File: config.mk
export PLATFORM = sky130hd
export DESIGN_NAME = elevator_hall_call_dispatch_core
export DESIGN_NICKNAME = d
export VERILOG_FILES = /design/src/hw/rtl/ehcd_pkg.sv /design/src/hw/rtl/ehcd_score.sv /design/src/hw/rtl/elevator_hall_call_dispatch_core.sv
export SDC_FILE = /design/constraint.sdc
export NUM_CORES = 1
export LEC_CHECK = 0
export BUFFER_PORTS_ARGS = -buffer_cell sky130_fd_sc_hd__buf_2
export CORE_UTILIZATION = 55
export DETAILED_ROUTE_END_ITERATION = 6
export PLACE_DENSITY = 0.72
export SETUP_SLACK_MARGIN = 0.2
export SYNTH_ARGS = -nofsm -noshare
export SYNTH_HDL_FRONTEND = slang
export SYNTH_SLANG_ARGS = --single-unit
File: constraint.sdc
create_clock -name clk -period 4.45 [get_ports clk]
set_clock_uncertainty 0.05 [all_clocks]
set_input_delay 0.445 -clock clk [delete_from_list [all_inputs] [get_ports clk]]
set_output_delay 0.445 -clock clk [all_outputs]
set_load 0.01 [all_outputs]
File: src/hw/rtl/ehcd_pkg.sv
// ----------------------------------------------------------------------------
// ehcd_pkg
// Shared types and constants of the elevator hall-call dispatch core.
// ----------------------------------------------------------------------------
`default_nettype none

package ehcd_pkg;

    localparam int CFG_BITS  = 4;
    localparam int CAR_BITS  = 3;
    localparam int TIER_BITS = 2;

    localparam logic [CFG_BITS-1:0] CARS_IN_USE_RST = 4'd8;

    localparam logic CMD_UPDATE = 1'b0;
    localparam logic CMD_CALL   = 1'b1;

    localparam logic [TIER_BITS-1:0] TIER_SAME = 2'd0;
    localparam logic [TIER_BITS-1:0] TIER_IDLE = 2'd1;
    localparam logic [TIER_BITS-1:0] TIER_OPP  = 2'd2;

    typedef enum logic [1:0] {
        ST_IDLE,
        ST_SCAN,
        ST_DONE
    } state_t;

    typedef struct packed {
        logic clear;
        logic eval;
    } score_ctl_t;

endpackage

`default_nettype wire

File: src/hw/rtl/ehcd_score.sv
// ----------------------------------------------------------------------------
// ehcd_score
// Per-tier best-car tracker: takes one table entry per cycle while eval is set and keeps the
// nearest candidate of each tier; the result is the first tier with a hit.
// ----------------------------------------------------------------------------
`default_nettype none

module ehcd_score #(
    parameter int FLOOR_BITS = 6,
    parameter int AW         = 3
) (
    input  wire logic                               clk,
    input  wire logic                               rst_n,
    input  wire ehcd_pkg::score_ctl_t               ctl,
    input  wire logic [AW-1:0]                      e_index,
    input  wire logic                               e_idle,
    input  wire logic                               e_up,
    input  wire logic [FLOOR_BITS-1:0]              e_floor,
    input  wire logic                               e_up_valid,
    input  wire logic [FLOOR_BITS-1:0]              e_up_floor,
    input  wire logic                               e_down_valid,
    input  wire logic [FLOOR_BITS-1:0]              e_down_floor,
    input  wire logic [FLOOR_BITS-1:0]              call_floor,
    input  wire logic                               call_up,
    output logic                                    assigned,
    output logic [ehcd_pkg::CAR_BITS-1:0]           chosen_car,
    output logic [ehcd_pkg::TIER_BITS-1:0]          tier
);

    logic                  vld_reg  [3];
    logic                  vld_next [3];
    logic [FLOOR_BITS-1:0] gap_reg  [3];
    logic [FLOOR_BITS-1:0] gap_next [3];
    logic [AW-1:0]         idx_reg  [3];
    logic [AW-1:0]         idx_next [3];

    logic                  cand [3];
    logic [FLOOR_BITS-1:0] gap  [3];
    logic                  ahead;
    logic [FLOOR_BITS-1:0] task_floor;
    logic                  task_ok;
    logic [FLOOR_BITS-1:0] car_gap;

    always_comb
    begin
        ahead      = (e_up == call_up) &&
                     (call_up ? (call_floor > e_floor) : (e_floor > call_floor));
        task_floor = e_up ? e_up_floor : e_down_floor;
        task_ok    = e_up ? e_up_valid : e_down_valid;
        car_gap    = (e_floor > call_floor) ? (e_floor - call_floor)
                                            : (call_floor - e_floor);

        cand[0] = !e_idle && ahead;
        gap[0]  = car_gap;
        cand[1] = e_idle;
        gap[1]  = car_gap;
        cand[2] = !e_idle && !ahead && task_ok;
        gap[2]  = (task_floor > call_floor) ? (task_floor - call_floor)
                                            : (call_floor - task_floor);
    end

    // ascending scan with strict compare: ties keep the lower index
    always_comb
    begin
        for (int t = 0; t < 3; t++)
        begin
            vld_next[t] = vld_reg[t];
            gap_next[t] = gap_reg[t];
            idx_next[t] = idx_reg[t];
            if (ctl.clear)
            begin
                vld_next[t] = 1'b0;
            end
            else if (ctl.eval && cand[t] && (!vld_reg[t] || gap[t] < gap_reg[t]))
            begin
                vld_next[t] = 1'b1;
                gap_next[t] = gap[t];
                idx_next[t] = e_index;
            end
        end
    end

    always_ff @(posedge clk or negedge rst_n)
    begin
        if (!rst_n)
        begin
            for (int t = 0; t < 3; t++)
            begin
                vld_reg[t] <= 1'b0;
            end
        end
        else
        begin
            for (int t = 0; t < 3; t++)
            begin
                vld_reg[t] <= vld_next[t];
            end
        end
    end

    always_ff @(posedge clk)
    begin
        for (int t = 0; t < 3; t++)
        begin
            gap_reg[t] <= gap_next[t];
            idx_reg[t] <= idx_next[t];
        end
    end

    always_comb
    begin
        assigned   = vld_reg[0] || vld_reg[1] || vld_reg[2];
        chosen_car = '0;
        tier       = ehcd_pkg::TIER_SAME;
        if (vld_reg[0])
        begin
            chosen_car = ehcd_pkg::CAR_BITS'(idx_reg[0]);
        end
        else if (vld_reg[1])
        begin
            chosen_car = ehcd_pkg::CAR_BITS'(idx_reg[1]);
            tier       = ehcd_pkg::TIER_IDLE;
        end
        else if (vld_reg[2])
        begin
            chosen_car = ehcd_pkg::CAR_BITS'(idx_reg[2]);
            tier       = ehcd_pkg::TIER_OPP;
        end
    end

endmodule

`default_nettype wire

File: src/hw/rtl/elevator_hall_call_dispatch_core.sv
// ----------------------------------------------------------------------------
// elevator_hall_call_dispatch_core
// Car status table in a synchronous memory and a hall-call dispatcher that
// scans it one entry per cycle.
// ----------------------------------------------------------------------------
// Usage:
//  Command channel: an item is taken when start is high and busy is low.
//  cmd = update writes one status entry at that edge; no result, busy stays
//  low, so another item may follow in the next cycle.
//  cmd = call starts a scan over min(cars_in_use, NUM_CARS) entries, one
//  memory read per cycle, each read's data registered before it is scored.
//  busy stays high through the scan; the result shows in the last cycle of
//  busy with done high for exactly one cycle. It cannot be held off.
//  Config: cfg_we writes cars_in_use from cfg_wdata; write only while idle.
//  Reset: cars_in_use returns to 8; per-entry valid bits clear at once, so
//  every entry reads as idle at floor zero with no tasks. No clearing pass.
// ----------------------------------------------------------------------------
`default_nettype none

module elevator_hall_call_dispatch_core #(
    parameter int NUM_CARS   = 8,
    parameter int FLOOR_BITS = 6
) (
    input  wire logic                               clk,
    input  wire logic                               rst_n,
    input  wire logic                               cfg_we,
    input  wire logic [ehcd_pkg::CFG_BITS-1:0]      cfg_wdata,
    input  wire logic                               start,
    output logic                                    busy,
    input  wire logic                               cmd,
    input  wire logic [ehcd_pkg::CAR_BITS-1:0]      car_index,
    input  wire logic                               car_idle,
    input  wire logic                               car_going_up,
    input  wire logic [FLOOR_BITS-1:0]              car_floor,
    input  wire logic                               top_up_valid,
    input  wire logic [FLOOR_BITS-1:0]              top_up_floor,
    input  wire logic                               low_down_valid,
    input  wire logic [FLOOR_BITS-1:0]              low_down_floor,
    input  wire logic [FLOOR_BITS-1:0]              call_floor,
    input  wire logic                               call_up,
    output logic                                    done,
    output logic                                    assigned,
    output logic [ehcd_pkg::CAR_BITS-1:0]           chosen_car,
    output logic [ehcd_pkg::TIER_BITS-1:0]          tier
);

    localparam int AW = (NUM_CARS > 1) ? $clog2(NUM_CARS) : 1;
    localparam int CW = $clog2(NUM_CARS + 1);
    localparam int EW = 4 + 3 * FLOOR_BITS;

    ehcd_pkg::state_t               state_reg, state_next;
    logic [ehcd_pkg::CFG_BITS-1:0]  cars_in_use_reg;
    logic [CW-1:0]                  rd_idx_reg, rd_idx_next;
    logic [CW-1:0]                  n_reg, n_next;
    logic                           ev_vld_reg;
    logic [AW-1:0]                  ev_idx_reg;
    logic [FLOOR_BITS-1:0]          call_floor_reg;
    logic                           call_up_reg;

    logic [EW-1:0]                  mem [NUM_CARS];
    logic [NUM_CARS-1:0]            entry_ok_reg;
    logic [EW-1:0]                  rd_data_reg;
    logic                           rd_ok_reg;
    logic [EW-1:0]                  entry;

    logic                           accept;
    logic                           accept_call;
    logic                           wr_en;
    logic [AW-1:0]                  wr_addr;
    logic                           rd_en;
    logic [AW-1:0]                  rd_addr;
    ehcd_pkg::score_ctl_t           score_ctl;

    assign accept      = start && !busy;
    assign accept_call = accept && (cmd == ehcd_pkg::CMD_CALL);
    assign wr_en       = accept && (cmd == ehcd_pkg::CMD_UPDATE) &&
                         (int'(car_index) < NUM_CARS);
    assign wr_addr     = AW'(car_index);
    assign rd_addr     = rd_idx_reg[AW-1:0];

    // state table
    always_ff @(posedge clk)
    begin
        if (wr_en)
        begin
            mem[wr_addr] <= {car_idle, car_going_up, car_floor, top_up_valid,
                             top_up_floor, low_down_valid, low_down_floor};
        end
        if (rd_en)
        begin
            rd_data_reg <= mem[rd_addr];
        end
    end

    always_ff @(posedge clk or negedge rst_n)
    begin
        if (!rst_n)
        begin
            entry_ok_reg <= '0;
            rd_ok_reg    <= 1'b0;
        end
        else
        begin
            if (wr_en)
            begin
                entry_ok_reg[wr_addr] <= 1'b1;
            end
            if (rd_en)
            begin
                rd_ok_reg <= entry_ok_reg[rd_addr];
            end
        end
    end

    // unwritten entry: idle, down, floor zero, no tasks
    assign entry = rd_ok_reg ? rd_data_reg : {1'b1, {(EW-1){1'b0}}};

    // sequencer
    always_comb
    begin
        state_next = state_reg;
        case (state_reg)
            ehcd_pkg::ST_IDLE:
            begin
                if (accept_call)
                begin
                    state_next = ehcd_pkg::ST_SCAN;
                end
            end
            ehcd_pkg::ST_SCAN:
            begin
                if (rd_idx_reg >= n_reg)
                begin
                    state_next = ehcd_pkg::ST_DONE;
                end
            end
            ehcd_pkg::ST_DONE:
            begin
                state_next = ehcd_pkg::ST_IDLE;
            end
            default:
            begin
                state_next = ehcd_pkg::ST_IDLE;
            end
        endcase
    end

    always_comb
    begin
        busy            = 1'b1;
        done            = 1'b0;
        rd_en           = 1'b0;
        score_ctl.clear = 1'b0;
        score_ctl.eval  = ev_vld_reg;
        case (state_reg)
            ehcd_pkg::ST_IDLE:
            begin
                busy            = 1'b0;
                score_ctl.clear = start && (cmd == ehcd_pkg::CMD_CALL);
            end
            ehcd_pkg::ST_SCAN:
            begin
                rd_en = rd_idx_reg < n_reg;
            end
            ehcd_pkg::ST_DONE:
            begin
                done = 1'b1;
            end
            default:
            begin
                busy = 1'b1;
            end
        endcase
    end

    always_comb
    begin
        rd_idx_next = rd_idx_reg;
        n_next      = n_reg;
        if (accept_call)
        begin
            rd_idx_next = '0;
            if (int'(cars_in_use_reg) > NUM_CARS)
            begin
                n_next = CW'(NUM_CARS);
            end
            else
            begin
                n_next = CW'(cars_in_use_reg);
            end
        end
        else if (rd_en)
        begin
            rd_idx_next = rd_idx_reg + CW'(1);
        end
    end

    always_ff @(posedge clk or negedge rst_n)
    begin
        if (!rst_n)
        begin
            state_reg       <= ehcd_pkg::ST_IDLE;
            cars_in_use_reg <= ehcd_pkg::CARS_IN_USE_RST;
            rd_idx_reg      <= '0;
            n_reg           <= '0;
            ev_vld_reg      <= 1'b0;
        end
        else
        begin
            state_reg  <= state_next;
            rd_idx_reg <= rd_idx_next;
            n_reg      <= n_next;
            ev_vld_reg <= rd_en;
            if (cfg_we)
            begin
                cars_in_use_reg <= cfg_wdata;
            end
        end
    end

    always_ff @(posedge clk)
    begin
        if (rd_en)
        begin
            ev_idx_reg <= rd_addr;
        end
        if (accept_call)
        begin
            call_floor_reg <= call_floor;
            call_up_reg    <= call_up;
        end
    end

    ehcd_score #(
        .FLOOR_BITS (FLOOR_BITS),
        .AW         (AW)
    ) u_score (
        .clk          (clk),
        .rst_n        (rst_n),
        .ctl          (score_ctl),
        .e_index      (ev_idx_reg),
        .e_idle       (entry[EW-1]),
        .e_up         (entry[EW-2]),
        .e_floor      (entry[EW-3 -: FLOOR_BITS]),
        .e_up_valid   (entry[2*FLOOR_BITS+1]),
        .e_up_floor   (entry[2*FLOOR_BITS -: FLOOR_BITS]),
        .e_down_valid (entry[FLOOR_BITS]),
        .e_down_floor (entry[FLOOR_BITS-1:0]),
        .call_floor   (call_floor_reg),
        .call_up      (call_up_reg),
        .assigned     (assigned),
        .chosen_car   (chosen_car),
        .tier         (tier)
    );

endmodule

`default_nettype wire

==> impl.org <==
** Detailed routing
- For this run, design rule violations remaining after detail routing come to 0.
- Number of DRC violations after detailed-routing iteration 0 :: 347
- Via count :: 5942
- Via/cell ratio :: 5.83
- DRT Pass-1 Iters :: 5
- Drt total wl :: 22100 um
- Per-cell routed wire length :: 21.7 um
- Antenna-violating nets left :: 0

** Placed design
- Post-DP HPWL :: ~14000 um
- Count of buffers inserted at the top-level ports :: 48
- At the end of routability-driven placement, the weighted congestion stood at 0.844.

** Timing
- Total setup violations reported at the end of the flow :: 0
- For the pin with the worst max-slew slack, the measured transition is 899 ps.
- Fmax :: 0.250 GHz
- Setup repair after global routing left no endpoint under its margin.
- Worst slew margin :: 39.9%
- Tmin final :: 3990 ps
- For the final routed database, the setup TNS stands at 0 ps.
- The max-slew violation total from the final report is 0.
- Fin. Hold Viols :: 0
- Final Cycle Share :: 89.8%
- Across all hold checks on the routed design, the worst slack comes to 44.6 ps.

** Logic synthesis
- Netlist area before placement :: 0.0114 mm2
- Distinct cell type count of the synthesized netlist :: 66
- For this run, asynchronously set or reset flops after synthesis account for between 10% and 20%.
- Synthesis produced a netlist with a net count of 753.
- Seq cells post-synth :: 262
- Count of warnings emitted by yosys :: 0
- Register area share after synthesis :: 67.6%
- In this run the mean area of a mapped cell was 17.2 um2.
- The most used flip-flop cell after synthesis is sky130_fd_sc_hd__edfxtp_1.
- Gate count after technology mapping :: 665
- Yosys mapped a number of flops with a built-in enable equal to ~240.

** Outcome
- The run finished with clean final reports.

** GRT
- Global route hottest layer :: met2
- Initial antenna violation count :: 1
- In the global route stage, met3 resource usage came out at 3.59%.
- Via count of the first global-routing pass :: 6228
- Entering global routing, the biggest net connects roughly 50 pins.
- The first global-routing pass estimated 34400 um of wire.
- The total overflow left after global routing is 0.
- Global routing met2 resource utilization :: 37.1%
- GRT met1 Usage :: 27.1%
- For this run, the total global-route usage over all layers was measured as between 20% and 30%.

** Final layout
- Share of post-route cells with drive strength above 1 :: 27.8%
- Most common library cell in the layout ignoring fill and taps :: sky130_fd_sc_hd__edfxtp_1
- The top cell types in the final layout, fill and taps aside, are sky130_fd_sc_hd__edfxtp_1 (235), sky130_fd_sc_hd__buf_2 (48), sky130_fd_sc_hd__mux4_2 (46).
- Synthesis-to-finish area growth :: 12.5%
- The register with the most flip-flops in the layout has 176 of them.
- For this run, the post-layout net count is 819.

** Clock network
- Clock Sinks :: 262
- Clock buffer count from CTS :: 26
- At the later pin of the worst-skew pair, clock insertion delay measures 550 ps.
- After clock tree synthesis, the clock-pin slew on the worst setup and hold paths is around 60 ps.
- In this run the number of H-tree levels came out at 1.
- Buffer cell driving the clock tree root :: sky130_fd_sc_hd__clkbuf_16
- TritonCTS built the clock tree.
- Maximum buffer depth of the clock tree :: 3

** Power
- The analysis attributes to cell leakage a power of 0.00460 uW.
- Power spread over the standard cell area amounts to 624 mW/mm2.
- The worst-case IR drop observed on VDD is 0.000362 V.

** Critical path
- Of all nets on the critical path, the largest fanout is 8.
- STA puts the critical path data required time at 4630 ps.
- Arrival time at the worst endpoint :: 4180 ps
- Crit Path Class :: reg -> reg
- STA classifies the critical path startpoint as a flip-flop.
- Category of the worst setup path capture point :: flip-flop

** Die
- For this configuration, the core starts out at a cell density of 56.3%.
- Area of the core :: 0.0203 mm2
- Measured along the x axis, the die boundary spans 146 um.
- Count of standard-cell rows :: 52
- 49 I/O pins were placed.
- Overall die height :: between 100 and 150 um
- Die Footprint :: 0.0214 mm2

** Hold path
- Worst hold path type :: in -> reg

** Run
- Across the run, the number of max-cap violations was 0.
[worst max-delay path, cell delays in order, from the launching register on]
cell	delay (ps)
sky130_fd_sc_hd__edfxtp_1	440
sky130_fd_sc_hd__mux2_2	350
sky130_fd_sc_hd__and2_1	170
sky130_fd_sc_hd__ha_1	480
sky130_fd_sc_hd__nand4_2	210
sky130_fd_sc_hd__o22ai_4	340
sky130_fd_sc_hd__mux2i_1	350
sky130_fd_sc_hd__ha_1	290
sky130_fd_sc_hd__a21boi_0	140
sky130_fd_sc_hd__o21a_1	190
sky130_fd_sc_hd__o21ai_0	160
sky130_fd_sc_hd__a31oi_1	130
sky130_fd_sc_hd__and4b_4	400
[cell type report]
cell class                      count  area, um2
Inverter                           46        173
Clock buffer                       35        704
Antenna cell                        1       2.50
Clock inverter                     11       96.3
Multi-Input combinational cell    334       3480
Timing Repair Buffer               61        340
Sequential cell                   262       7740
Tap cell                          270        338
Fill cell                        1438       7430
[Yosys cell counts (all sizes together), types with 2 or more instances]
library cell  instances  area share (%)
mux4                 46             9.1
inv                  46             1.5
fa                    4            0.70
a22oi                 2            0.13
dfrtp                26             5.7
nand3                 9            0.44
nand2b                8            0.44
nand3b                6            0.50
mux2i                 9            0.79
nor2                 15            0.49
o21ai                19            0.83
clkbuf                8            0.27
and2                  4            0.22
o211ai                5            0.33
xnor2                 4            0.31
nand4                 6            0.38
nor3b                 3            0.24
ha                   43             4.7
buf                  16            0.97
edfxtp              235              62
a31oi                 5            0.27
a21o                  6            0.39
a21oi                23             1.1
o21a                  4            0.26
mux2                 34             3.4
a21boi                2            0.13
nor3                  2           0.088
a211oi                2            0.24
or2                  10            0.55
xor2                  3            0.23
nor2b                 8            0.44
and3                  3            0.16
nand2                32             1.1
[kinds of logic (layout without fill, tap and decap cells)]
| kind of cell | Yosys count | count (layout) | share of synthesized area, % |
|---|---|---|---|
| other | 0 | 1 | 0 |
| XOR/XNOR | 7 | 7 | 0.536 |
| adder cells (fa/ha/maj) | 47 | 47 | 5.40 |
| buffers and inverters | 70 | 153 | 2.76 |
| AO/OA/AOI/OAI | 79 | 79 | 5.03 |
| multiplexers | 89 | 89 | 13.2 |
| AND/OR/NAND/NOR | 111 | 112 | 5.44 |
| flip-flops | 262 | 262 | 67.6 |
[power breakdown]
group	internal [uW]	total, uW	switching, uW
Sequential	3080	3260	181
Combinational	1230	2720	1490
Clock	1170	2050	883
Total	5480	8030	2550
[routing by layer]
metal	vias up	share of wire (%)
met5	-	0
met4	0	3.2
met3	56	4.7
met2	169	51
met1	3021	42
li1	2696	-
[through the flow]
step           instances  setup WS, ps  total power [uW]  area (um2)  util [%]
5_1_grt             1019           202              8480       12900      63.4
6_report            1020           456              8030       12900      63.4
3_3_place_gp         970           398              5900       12000      59.2
4_1_cts             1017           283              8040       12800      63.2
3_5_place_dp         970           305              6000       12000      59.2
2_1_floorplan        665           637              5300       11400         -
[worst paths after layout]
check                                            startpoint                              end  slack, ps  depth (start not counted)
worst max register to register    rd_data_reg[20]$_DFFE_PP_  u_score.idx_reg[0][7]$_DFFE_PP_        460                         12
worst min register to register  entry_ok_reg[7]$_DFFE_PN0P_      entry_ok_reg[7]$_DFFE_PN0P_        410                          1
max in group asynchronous                             rst_n        rd_idx_reg[0]$_DFFE_PN0P_       3470                          2
worst max-delay path              rd_data_reg[20]$_DFFE_PP_  u_score.idx_reg[0][7]$_DFFE_PP_        460                         12
min in group asynchronous                             rst_n      entry_ok_reg[2]$_DFFE_PN0P_        410                          2
worst min-delay path                          call_floor[4]      call_floor_reg[4]$_DFFE_PP_         40                          1
[timing repair]
item,in CTS,in global routing
endpoints found under the setup margin,0,9
setup buffers,0,1
hold endpoints to repair,26,0
gates resized for setup,0,5
hold buffers,1,0
Power figures use the tool's default switching activity.
